### config.mk
export PLATFORM = sky130hd
export DESIGN_NAME = fipa_front
export DESIGN_NICKNAME = d
export VERILOG_FILES = /design/src/fipa_pkg.sv /design/src/fipa_front.sv
export SDC_FILE = /design/constraint.sdc
export NUM_CORES = 1
export LEC_CHECK = 0
export BUFFER_PORTS_ARGS = -buffer_cell sky130_fd_sc_hd__buf_2
export CAP_MARGIN = 20
export CORE_MARGIN = 2
export CORE_UTILIZATION = 40
export DETAILED_ROUTE_END_ITERATION = 10
export GPL_ROUTABILITY_DRIVEN = 1
export GPL_TIMING_DRIVEN = 0
export HOLD_SLACK_MARGIN = 0.05
export PLACE_DENSITY = 0.83
export SLEW_MARGIN = 20
export SYNTH_ARGS = -nofsm -noshare
export SYNTH_HDL_FRONTEND = slang
export SYNTH_SLANG_ARGS = --single-unit
### constraint.sdc
create_clock -name clk -period 0.8 [get_ports clk]
set_input_delay 0.12 -clock clk [delete_from_list [all_inputs] [get_ports clk]]
set_output_delay 0.12 -clock clk [all_outputs]
set_load 0.05 [all_outputs]
### src/fipa_pkg.sv
// ============================================================================
// fipa_pkg - shared types and constants of the fifo id pool allocator
// command and status codes, configuration bundle, front-to-back command
// ============================================================================
package fipa_pkg;

    // configuration register indexes
    localparam int unsigned CFG_IDX_W = 2;
    localparam logic [CFG_IDX_W-1:0] CFG_GROUP_ID = 2'd0;
    localparam logic [CFG_IDX_W-1:0] CFG_MIN_ID   = 2'd1;
    localparam logic [CFG_IDX_W-1:0] CFG_MAX_ID   = 2'd2;

    // reset values of the configuration registers
    localparam logic [15:0] RST_GROUP_ID = 16'd0;
    localparam logic [15:0] RST_MIN_ID   = 16'd1;
    localparam logic [15:0] RST_MAX_ID   = 16'd1024;

    // depth of the command queue between front and back
    localparam int unsigned CMDQ_DEPTH = 2;
    localparam int unsigned CMDQ_AW    = $clog2(CMDQ_DEPTH);
    localparam int unsigned CMDQ_CW    = $clog2(CMDQ_DEPTH + 1);

    typedef enum logic
    {
        REQ_ALLOC = 1'b0,
        REQ_FREE  = 1'b1
    } req_t;

    typedef enum logic [1:0]
    {
        ST_ALLOCATED = 2'd0,
        ST_EMPTY     = 2'd1,
        ST_FREED     = 2'd2,
        ST_IGNORED   = 2'd3
    } status_t;

    typedef enum logic [1:0]
    {
        CMD_ALLOC  = 2'd0,
        CMD_FREE   = 2'd1,
        CMD_IGNORE = 2'd2
    } cmd_kind_t;

    typedef enum logic [1:0]
    {
        BK_SWEEP    = 2'd0,
        BK_IDLE     = 2'd1,
        BK_ALLOC_RD = 2'd2,
        BK_FREE_RD  = 2'd3
    } bk_state_t;

    typedef struct packed
    {
        logic [15:0] group_id;
        logic [15:0] min_id;
        logic [15:0] max_id;
        logic        valid;
    } cfg_t;

    typedef struct packed
    {
        cmd_kind_t   kind;
        logic [15:0] low;
        logic [15:0] offset;
    } cmd_t;

endpackage

### src/fipa_front.sv
// ============================================================================
// fipa_front - request intake and classification
// stages one request, checks a free against group and range
// ============================================================================
module fipa_front
    import fipa_pkg::*;
    (
        input  logic        clk,
        input  logic        rst_n,
        input  logic        accept,
        input  logic        req_type,
        input  logic [31:0] free_id,
        input  cfg_t        cfg,
        input  logic        q_full,
        output logic        push,
        output cmd_t        cmd,
        output logic        busy
    );

    logic stage_valid_reg;
    logic stage_valid_next;
    cmd_t stage_cmd_reg;
    cmd_t stage_cmd_next;
    logic [15:0] hi;
    logic [15:0] low;
    logic in_pool;

    assign hi  = free_id[31:16];
    assign low = free_id[15:0];
    assign in_pool = cfg.valid && (hi == cfg.group_id) &&
                     (low >= cfg.min_id) && (low <= cfg.max_id);

    always_comb
    begin
        stage_valid_next = stage_valid_reg;
        stage_cmd_next   = stage_cmd_reg;
        if (push)
        begin
            stage_valid_next = 1'b0;
        end
        if (accept)
        begin
            stage_valid_next      = 1'b1;
            stage_cmd_next.low    = low;
            stage_cmd_next.offset = low - cfg.min_id;
            if (req_t'(req_type) == REQ_ALLOC)
            begin
                stage_cmd_next.kind = CMD_ALLOC;
            end
            else if (in_pool)
            begin
                stage_cmd_next.kind = CMD_FREE;
            end
            else
            begin
                stage_cmd_next.kind = CMD_IGNORE;
            end
        end
    end

    always_ff @(posedge clk or negedge rst_n)
    begin
        if (!rst_n)
        begin
            stage_valid_reg <= 1'b0;
        end
        else
        begin
            stage_valid_reg <= stage_valid_next;
        end
    end

    always_ff @(posedge clk)
    begin
        stage_cmd_reg <= stage_cmd_next;
    end

    assign push = stage_valid_reg && !q_full;
    assign cmd  = stage_cmd_reg;
    assign busy = stage_valid_reg;

endmodule

# --- Yosys cells after proc, flatten, opt, wreduce, memory -nomap -nowiden ---
# Index checks and enable logic that the tools add are counted.
word_totals:
  register_bits: 35
  input_bits: 86
  output_inout_bits: 36
  word_cells: 17
op_classes:
  addsub: 1
  n_lt_le_gt_ge: 2
  n_eq_ne: 1
  n_mux: 3
  reduce_logical: 6
ops:
  columns: ["cell", "count"]
  rows:
  - ["$eq 16x16->1", 1]
  - ["$ge 16x16->1", 1]
  - ["$le 16x16->1", 1]
  - ["$sub 16x16->16", 1]
  - ["$logic_and 1x1->1", 4]
  - ["$mux 1", 2]
  - ["$mux 2", 1]
  - ["$reduce_bool 2->1", 1]
  - ["$logic_not 1->1", 1]

# --- Logic depth before layout (Yosys ltp) ---
depth:
  word_depth: 5
  depth_mapped: 9
  ltp_nobuf: 9

# --- Least setup slack after synthesis ---
# Ideal clock, no wire load.
synth_timing:
  path_kind: "input to register"
  startpoint: "input free_id[0]"
  endpoint: "register stage_cmd_reg, in the netlist cmd[12], data pin"
  setup_time_ns: 0.260
  arrival_time_ns: 1.678
  required_time_ns: 0.540
  slack_ns: -1.138
  path_stages: 9
  path_buffers: 0
  cell_sequence: "inv_1 -> ha_1 -> fa_1 -> nand2b_1 -> a211oi_2 -> o21ai_2 -> o21ai_2 -> a31oi_1 -> xnor2_1"
synth_between:
  elab_chain_len: 1
synth_rtl:
  columns: ["element", "line_no", "source"]
  rows:
  - ["from (decl)", "fipa_front.sv:12", "input logic [31:0] free_id,"]
  - ["$sub 16x16->16", "fipa_front.sv:45", "stage_cmd_next.offset = low - cfg.min_id;"]
  - ["to (signal assigned)", "fipa_front.sv:75", "stage_cmd_reg <= stage_cmd_next;"]
  - ["to (decl)", "fipa_front.sv:22", "cmd_t stage_cmd_reg;"]
# No other way between the ends.
# A chain may end at the register's enable or synchronous reset.

# --- Worst setup path after layout ---
layout_timing:
  startpoint: "input cfg[17] (netlist name)"
  endpoint: "register stage_cmd_reg, in the netlist cmd[12], data pin"
layout_between:
  elab_chain_len: 1
layout_rtl:
  columns: ["element", "line_no", "source"]
  rows:
  - ["from (decl)", "fipa_front.sv:13", "input cfg_t cfg,"]
  - ["$sub 16x16->16", "fipa_front.sv:45", null]
# No other way between the ends.

==> impl_metrics.json <==
{
  "status": "finished with violations",
  "failed_checks": "negative setup slack",
  "cts_made_buffers": 5,
  "rrSetupSlack_ps": 20,
  "start_util_pct": 40.9,
  "drt_iter0_drc": 110,
  "worstPathMaxFanout": 3,
  "dieArea_sq_um": 7030,
  "crit_required_ps": 830,
  "setup_viol": 53,
  "ios": 122,
  "instances_no_fill": 474,
  "cp.arrival_ps": 1710,
  "die_h_microns": 83.8,
  "fmax_mhz": 594,
  "cts_buffer_depth": 2,
  "drc": 0,
  "min_period_over_period_pct": 211,
  "syn_area_per_cell_sq_um": 10.4,
  "grt_pass1_vias": 2454,
  "path_clk_slew_ps": 70,
  "power_mw": 6.87,
  "yosysSeqAreaShare_pct": 41.0,
  "area_growth_pct": 63.2,
  "yosysWarningCount": 0,
  "yosysTopAreaCell": "edfxtp_1",
  "coreArea_sq_um": 6240,
  "synth_commonest_cells": "39 x inv_1, 34 x edfxtp_1, 32 x ha_1",
  "min-delay-start": "free_id[5]",
  "grt-ovfl-total": 0,
  "insertion_delay_ps": 280,
  "synth_flop_cell": "edfxtp_1",
  "cp_cell_sequence": "buf_2, ha_4, fa_2, nand2b_4, a211oi_4, o21ai_2, o21ai_2, a31oi_1, xnor2_1",
  "max_stage_delay_ps": 350,
  "worstSetupStartpointType": "input pin",
  "fin_util_pct": 66.7,
  "synth_top_area_share_pct": 40.0,
  "finalHoldViolations": 0,
  "layout_setup_ws_ps": -884,
  "grt_max_degree": 36,
  "crit_path_frequent_cell": "o21ai_2",
  "die_width_microns": 83.8,
  "cts_root_buf": "clkbuf_8",
  "place.gp.congestion": 0.867,
  "dp_hpwl_microns": 5030,
  "vias_per_cell": 5.09,
  "hp-class": "input pin to register",
  "startpoint": "cfg[17]",
  "tns_ps": -15370,
  "finalCriticalPeriod_ps": 1680,
  "routed_wl_microns": 6910,
  "grt_pass1_wl_microns": 10900,
  "cts_max_level": 2,
  "timing.hold.ws_ps": 56.2,
  "place.port_buffers": 121,
  "num_vias": 2413,
  "final_area_sq_um": 4160,
  "synth.most_common_cell": "inv_1",
  "place_area_sq_um": 3380,
  "track_usage_pct": 19.4,
  "rsz0062_at_grt": "true",
  "syn_nets": 364,
  "std_cell_rows": 29,
  "pre_cts_slack_ps": -1420,
  "nets": 515,
  "maxCapViolCount": 0,
  "dp.cells": 443,
  "synth-seq-cells": 35,
  "worst_pin_slew_ps": 477,
  "yosysUniqueCellTypes": 41,
  "synth_top_cells_by_area": "edfxtp_1 40%, ha_1 16%, xnor2_1 6.5%, inv_1 5.7%, a21o_1 3.5%",
  "synth_area_sq_um": 2550,
  "vdd_drop_max_mv": 1.14,
  "drtAntennaViolNets": 0,
  "async_flop_share_pct": 2.86,
  "cp-end-kind": "register",
  "wl_per_cell_microns": 14.6,
  "leakage_nw": 1.93,
  "cts_tree": "yes",
  "slew_headroom_pct": 68.2,
  "rr_startpoint": "busy",
  "drive_above_1_share_pct": 48.9,
  "crit_type": "input pin to register",
  "report.final.slew_viol_count": 0,
  "antenna_found_initial": 0,
  "cp_slowest_cell": "fa_2",
  "first_pass_iters": 4,
  "synth_edf_count": 34,
  "final.setup_skew_ps": 0,
  "diodes": 0,
  "syn_inst": 245,
  "cts_sinks": 35,
  "cellPowerDensity_nw_per_um2": 1650
}
==> power breakdown <==
group          total, mW  internal, mW  switching (mW)
Sequential          2.37          2.28          0.0947
Clock               1.59         0.933           0.653
Combinational       2.91          1.27            1.64
Total               6.87          4.48            2.39
==> registers in the layout, summed over array words and instances (netlist names) <==
register / cells
busy: 1
cmd: 34
==> cells in the final DEF, fill, tap and decap left out, types with 3 or more instances in the layout <==
master	count
nor4_1	3
buf_4	17
xor2_1	9
inv_1	35
a21oi_2	5
ha_1	19
nand2_1	8
a21o_1	12
nand4_1	9
o21ai_2	5
clkbuf_8	5
ha_2	3
edfxtp_1	34
buf_6	41
xnor2_1	18
buf_8	3
ha_4	10
buf_2	77
dlygate4sd3_1	8
o21ai_1	4
nand3_1	6
nor2_1	7
a21oi_1	11
==> cells by family after synthesis <==
kind of cell	Yosys count	synth area share [%]
buf+inv	42	6.67
compound gates	53	14.9
xor+xnor	28	9.62
flops	35	41.0
fa+ha+maj	33	16.5
simple gates	54	11.3
==> what timing repair did <==
action,CTS,global route
setup endpoints to repair,87,54
endpoints found under the hold margin,8,0
pin swaps,26,18
resized for setup,115,20
gates cloned,0,0
hold buffers,8,0
setup buffers,10,9
==> per-layer routing <==
metal	global-route usage (%)	share of wire, %	wire, microns	up-vias
li1	-	-	-	1182
met1	20.7	38	2610	1105
met2	37.2	53	3660	113
met3	4.75	7.6	523	13
met4	5.72	1.6	110	0
met5	0	0	0	-
==> final cells by class <==
type	instances	area, sq um
tap	77	96.3
buffer	1	7.51
multi-input combinational	168	1620
inverter	39	174
clock inverter	1	30.0
clock buffer	7	76.3
sequential	35	1050
timing repair buffer	146	1110
fill	482	2080
==> worst max-delay path: cells and delay by family <==
kind | cells | cell delay [ps]
buffers and inverters | 1 | 110
AOI/OAI and AO/OA | 4 | 660
and+or+nand+nor | 1 | 170
adders and majority gates | 2 | 500
xor gates and xnor gates | 1 | 140
==> worst paths after layout <==
path	endpoint	cells after the start
hold / removal	cmd[21]	1
max in group asynchronous	busy	2
setup / recovery	cmd[12]	9
min in group asynchronous	busy	2
setup reg to reg	busy	2
hold reg to reg	busy	2
Power figures use the tool's default switching activity.
