[src/fipa_pkg.sv]
// ============================================================================
// fipa_pkg - shared types and constants of the fifo id pool allocator
// command and status codes, configuration bundle, front-to-back command
// ============================================================================
package fipa_pkg;

    // configuration register indexes
    localparam int unsigned CFG_IDX_W = 2;
    localparam logic [CFG_IDX_W-1:0] CFG_GROUP_ID = 2'd0;
    localparam logic [CFG_IDX_W-1:0] CFG_MIN_ID   = 2'd1;
    localparam logic [CFG_IDX_W-1:0] CFG_MAX_ID   = 2'd2;

    // reset values of the configuration registers
    localparam logic [15:0] RST_GROUP_ID = 16'd0;
    localparam logic [15:0] RST_MIN_ID   = 16'd1;
    localparam logic [15:0] RST_MAX_ID   = 16'd1024;

    // depth of the command queue between front and back
    localparam int unsigned CMDQ_DEPTH = 2;
    localparam int unsigned CMDQ_AW    = $clog2(CMDQ_DEPTH);
    localparam int unsigned CMDQ_CW    = $clog2(CMDQ_DEPTH + 1);

    typedef enum logic
    {
        REQ_ALLOC = 1'b0,
        REQ_FREE  = 1'b1
    } req_t;

    typedef enum logic [1:0]
    {
        ST_ALLOCATED = 2'd0,
        ST_EMPTY     = 2'd1,
        ST_FREED     = 2'd2,
        ST_IGNORED   = 2'd3
    } status_t;

    typedef enum logic [1:0]
    {
        CMD_ALLOC  = 2'd0,
        CMD_FREE   = 2'd1,
        CMD_IGNORE = 2'd2
    } cmd_kind_t;

    typedef enum logic [1:0]
    {
        BK_SWEEP    = 2'd0,
        BK_IDLE     = 2'd1,
        BK_ALLOC_RD = 2'd2,
        BK_FREE_RD  = 2'd3
    } bk_state_t;

    typedef struct packed
    {
        logic [15:0] group_id;
        logic [15:0] min_id;
        logic [15:0] max_id;
        logic        valid;
    } cfg_t;

    typedef struct packed
    {
        cmd_kind_t   kind;
        logic [15:0] low;
        logic [15:0] offset;
    } cmd_t;

endpackage

[src/fipa_cmdq.sv]
// ============================================================================
// fipa_cmdq - short command queue
// decouples the front from the back
// ============================================================================
module fipa_cmdq
    import fipa_pkg::*;
    (
        input  logic clk,
        input  logic rst_n,
        input  logic push,
        input  cmd_t din,
        input  logic pop,
        output cmd_t dout,
        output logic empty,
        output logic full
    );

    cmd_t               entry_reg [CMDQ_DEPTH];
    logic [CMDQ_AW-1:0] wr_ptr_reg;
    logic [CMDQ_AW-1:0] rd_ptr_reg;
    logic [CMDQ_CW-1:0] count_reg;
    logic [CMDQ_CW-1:0] count_next;

    assign empty = (count_reg == '0);
    assign full  = (count_reg == CMDQ_CW'(CMDQ_DEPTH));
    assign dout  = entry_reg[rd_ptr_reg];

    always_comb
    begin
        count_next = count_reg;
        if (push && !pop)
        begin
            count_next = count_reg + 1'b1;
        end
        else if (pop && !push)
        begin
            count_next = count_reg - 1'b1;
        end
    end

    always_ff @(posedge clk or negedge rst_n)
    begin
        if (!rst_n)
        begin
            wr_ptr_reg <= '0;
            rd_ptr_reg <= '0;
            count_reg  <= '0;
        end
        else
        begin
            if (push)
            begin
                wr_ptr_reg <= (wr_ptr_reg == CMDQ_AW'(CMDQ_DEPTH - 1)) ? '0 : wr_ptr_reg + 1'b1;
            end
            if (pop)
            begin
                rd_ptr_reg <= (rd_ptr_reg == CMDQ_AW'(CMDQ_DEPTH - 1)) ? '0 : rd_ptr_reg + 1'b1;
            end
            count_reg <= count_next;
        end
    end

    always_ff @(posedge clk)
    begin
        if (push)
        begin
            entry_reg[wr_ptr_reg] <= din;
        end
    end

endmodule

[config.mk]
export PLATFORM = sky130hd
export DESIGN_NAME = fipa_cmdq
export DESIGN_NICKNAME = d
export VERILOG_FILES = /design/src/fipa_pkg.sv /design/src/fipa_cmdq.sv
export SDC_FILE = /design/constraint.sdc
export NUM_CORES = 1
export LEC_CHECK = 0
export BUFFER_PORTS_ARGS = -buffer_cell sky130_fd_sc_hd__buf_2
export CAP_MARGIN = 30
export CORE_MARGIN = 2
export CORE_UTILIZATION = 50
export DETAILED_ROUTE_END_ITERATION = 6
export PLACE_DENSITY = 0.86
export SETUP_SLACK_MARGIN = 0.4
export SLEW_MARGIN = 20
export SYNTH_ARGS = -nofsm -noshare
export SYNTH_HDL_FRONTEND = slang
export SYNTH_SLANG_ARGS = --single-unit
[constraint.sdc]
create_clock -name clk -period 2.8 [get_ports clk]
set_input_delay 0.28 -clock clk [delete_from_list [all_inputs] [get_ports clk]]
set_output_delay 0.28 -clock clk [all_outputs]
set_load 0.01 [all_outputs]
## Word-level counts from Yosys, hierarchy flattened

Memories as Yosys holds them, arrays and structs flattened.
Cells that the tools add are included.

| cells by class | value |
|---|---|
| mux-type cells | 6 |
| reduce and logical (&&, ||, !) cells | 6 |
| add/subtract/negate cells | 4 |
| eq/ne operators | 1 |

Operators by type and width:

| kind | number |
|---|---|
| $mux 1 | 4 |
| $mux 2 | 2 |
| $add 1x1->1 const B | 2 |
| $add 2x1->2 const B | 1 |
| $eq 2x2->1 const B | 1 |
| $logic_and 1x1->1 | 2 |
| $logic_not 1->1 | 2 |
| $logic_not 2->1 | 1 |
| $reduce_bool 2->1 | 1 |
| $sub 2x1->2 const B | 1 |

| storage, ports and cells | value |
|---|---|
| output and inout port bits | 36 |
| bits in writable memories | 68 |
| bits in registers | 4 |
| memories kept | 1 |
| word-level logic and storage cells | 21 |

Memories:

| name | words | bits a word | rd ports | clocked after memory_dff | wr ports | line | RTL |
|---|---|---|---|---|---|---|---|
| entry_reg | 2 | 34 | 1 | 0 | 1 | fipa_cmdq.sv:18 | `cmd_t entry_reg [CMDQ_DEPTH];` |

## Depth between registers and ports, before layout

| logic depth | value |
|---|---|
| depth after elaboration | 4 |
| depth in mapped cells | 5 |
| mapped depth without buffers | 5 |

## Worst setup path after synthesis

Ideal clock, no wire load.

| path | value |
|---|---|
| path kind | reg-to-reg |
| start point | register wr_ptr_reg |
| end point | memory entry_reg[0][0] (netlist bit), enable pin |
| slack | 441 ps |
| cell stages (with the launch flop) | 2 |
| data arrival time | 1,930 ps |
| data required time | 2,371 ps |
| cells stage by stage | dfrtp_1 -> nor2b_1 |

RTL lines:

| item | line | RTL |
|---|---|---|
| start: declaration | fipa_cmdq.sv:19 | `logic [CMDQ_AW-1:0] wr_ptr_reg;` |
| start signal: assignment | fipa_cmdq.sv:53 | `wr_ptr_reg <= (wr_ptr_reg == CMDQ_AW'(CMDQ_DEPTH - 1)) ? '0 : wr_ptr_reg + 1'b1;` |
| end: declaration | fipa_cmdq.sv:18 |  |

No word-level cell before the write port.

==> reports/metrics.yaml <==
ctsResizeCount: 0
yosysTopAreaCellShare_pct: 73.2
floorplan.initialDensity_pct: 51.3
final.min_clock_period_ps: 2060
vias: 1329
core_area_um2: 5440
tritoncts: "built"
use_met1_pct: 17.7
globalRoute.busiestLayer: "met2"
postRouteWirelength_um: 4250
worst_setup_path_start: "rd_ptr_reg"
path_cells: "buf_12 -> mux2_2 -> buf_2"
floorplan.die.width_um: 78.7
power_per_cell_area_nw_per_um2: 976
synthToLayoutAreaGrowth_pct: 21.8
grtUsageTotal_pct: 14.6
number_of_nets_with_antenna_violations_after_detailed_routing: 0
detail_route.vias_per_cell: 4.73
share_of_the_synthesized_area_in_compound_gates_ao_oa_aoi_oai_pct: 0
worst_slew_margin_rel_pct: 44.7
hold_violations: 0
combinational_family_with_the_most_area_after_synthesis: "multiplexers"
ys_ff_latch: 72
critical_path.max_stage_delay_ps: 700
place.detailed.hpwl_um: 2900
synthDistinctLibCells: 13
yosys.area.top_type: "sky130_fd_sc_hd__edfxtp_1"
globalRouteMet2Util_pct: 23.5
placementRows: 27
fmax_ghz: 0.486
critPathArrivalTime_ps: 1780
synth_adder_area_share_pct: 0.448
fin_tns_setup_ps: 0
dr.pass1.iters: 4
drc: 0
max-clock-path-buffers: 2
grt_pass1_wl_um: 6530
critical_path.top_delay_family: "flip-flops"
numPortBuffers: 73
worst_slew_pin_slew_ps: 829
synthesis.nets: 161
synth.area.mux_share_pct: 17.6
design.final.nets: 244
timing.critical_path.from_type: "flip-flop"
first_global_vias: 1344
rsz0062_at_grt: "no"
root_buffer: "sky130_fd_sc_hd__clkbuf_8"
period_share_pct: 73.5
report.final.setup_viol: 0
drive_gt1_share_pct: 59.8
cts_num_sinks: 72
ff2ff_setup_slack_ps: 1270
critPathBufInv: 2
dpl.cell_count: 265
run_status: "completed"
worstSetupPathType: "flip-flop to output pin"
routedWlPerCell_um: 15.1
grt_start_max_net_pins: 35
holdCritPathClass: "input port to flip-flop"
layoutNonFillerInstCount: 281
mappedNetlistArea_um2: 2790
worst_r2r_path_depth: 1
r2r_end: "entry_reg[1][8]"
antenna-diode-count: 0
grt_overflow: 0
gpl_wtd_cong: 0.682
synthCells: 122
dieArea_um2: 6200
die_extent_in_y_um: 78.7
maxCapViolations: 0
largest_reg_flops: 68
use_met3_pct: 4.32
worst_skew_pair.late_latency_ps: 330
cpMaxStageDelayCell: "sky130_fd_sc_hd__dfrtp_2"
yosysWarnings: 0
synth_area_in_xor_xnor_pct: 1.57
ioPinCount: 74
synth_simple_gate_area_share_pct: 0.941
grt_antenna_before_repair: 0
cts-buffers-inserted: 9
critical_path.endpoint_type: "output pin"
synth-seq-area-share_pct: 76.7
h-tree-depth: 3
starting_drt_drc_count: 89
worstReg2RegStart: "wr_ptr_reg"
synth_area_per_cell_um2: 22.9
leading_cell_types_by_total_area_after_synthesis: "sky130_fd_sc_hd__edfxtp_1 (73%), sky130_fd_sc_hd__mux2_4 (16%), sky130_fd_sc_hd__dfrtp_1 (3.6%), sky130_fd_sc_hd__buf_12 (2.2%), sky130_fd_sc_hd__mux2_2 (2.0%)"
power_leakage_nw: 1.39
critical_path.max_fanout: 19
cp_num_cells: 3
post-cts-setup-buffer-count: 0
clk_transition_reported_paths_ps: 70
final_max_slew_viol_count: 0
crit_path_end: "dout[13]"
min-delay-start: "din[18]"
irDropWorstVdd_mv: 0.609
clock_skew_ps: 4.69
timing.critical_path.required_ps: 2520
## cell families after synthesis
family | count (synthesis)
multiplexers | 34
flip-flops | 72
buffers and inverters | 5
XOR/XNOR | 5
AND/OR/NAND/NOR | 5
adder cells (fa/ha/maj) | 1
## cell usage after synthesis
master / count
sky130_fd_sc_hd__edfxtp_1: 68
sky130_fd_sc_hd__mux2_4: 29
sky130_fd_sc_hd__mux2_2: 5
sky130_fd_sc_hd__dfrtp_1: 4
sky130_fd_sc_hd__xor2_1: 4
sky130_fd_sc_hd__buf_12: 3
sky130_fd_sc_hd__nor2_1: 2
sky130_fd_sc_hd__nor2b_1: 2
sky130_fd_sc_hd__and2_1: 1
sky130_fd_sc_hd__buf_6: 1
sky130_fd_sc_hd__ha_1: 1
sky130_fd_sc_hd__inv_1: 1
sky130_fd_sc_hd__xnor2_1: 1
## power by group
part / internal [mW] / total [mW] / switching (mW)
logic: 0.557 / 1.01 / 0.450
registers: 1.44 / 1.57 / 0.135
clock network: 0.399 / 0.741 / 0.342
total: 2.39 / 3.32 / 0.927
## timing repair
action,CTS,global route
setup endpoints to repair,0,0
hold buffers,1,0
endpoints found under the hold margin,4,0
## metal layers
metal | routed length [um] | up-vias
met3 | 312 | 9
met5 | 0 | -
met2 | 2150 | 51
met4 | 87 | 0
li1 | - | 635
met1 | 1700 | 634
## worst min path at each step
stage	cells after the start	endpoint
after floorplan	0	count_reg[0]
after global placement	1	count_reg[1]
after detailed placement	1	count_reg[1]
after CTS	1	entry_reg[1][21]
after global routing	1	entry_reg[1][22]
final	1	entry_reg[0][18]
## metrics by stage
stage | total power [mW] | instance area [um^2] | worst slack [ps] | utilization [%] | hold slack (ps)
finish | 3.32 | 3400 | 741 | 62.5 | 129
global route | 3.48 | 3400 | 658 | 62.5 | 118
CTS | 3.36 | 3400 | 709 | 62.5 | 117
detailed placement | 2.62 | 3210 | 1080 | 59.1 | 90.6
global placement | 2.59 | 3210 | 1090 | 59.1 | 89.9
floorplan | 2.35 | 2790 | 441 | - | -15.6
## area by class of cell
class                      count  area [um^2]
sequential                    72         2140
fill                         394         2040
multi-input combinational     45          583
timing repair buffer          76          403
clock buffer                  10          128
tap                           72         90.1
clock inverter                 5         48.8
inverter                       1         3.75
## cell usage in the layout (no fill, tap or decap), drive strengths merged, types with 2 or more instances in the layout
cell and count:
clkbuf 10, buf 75, nor2 2, nor2b 2
dfrtp 4, clkinv 4, xor2 4, edfxtp 68
mux2 34
(Power assumes the default switching activity.)
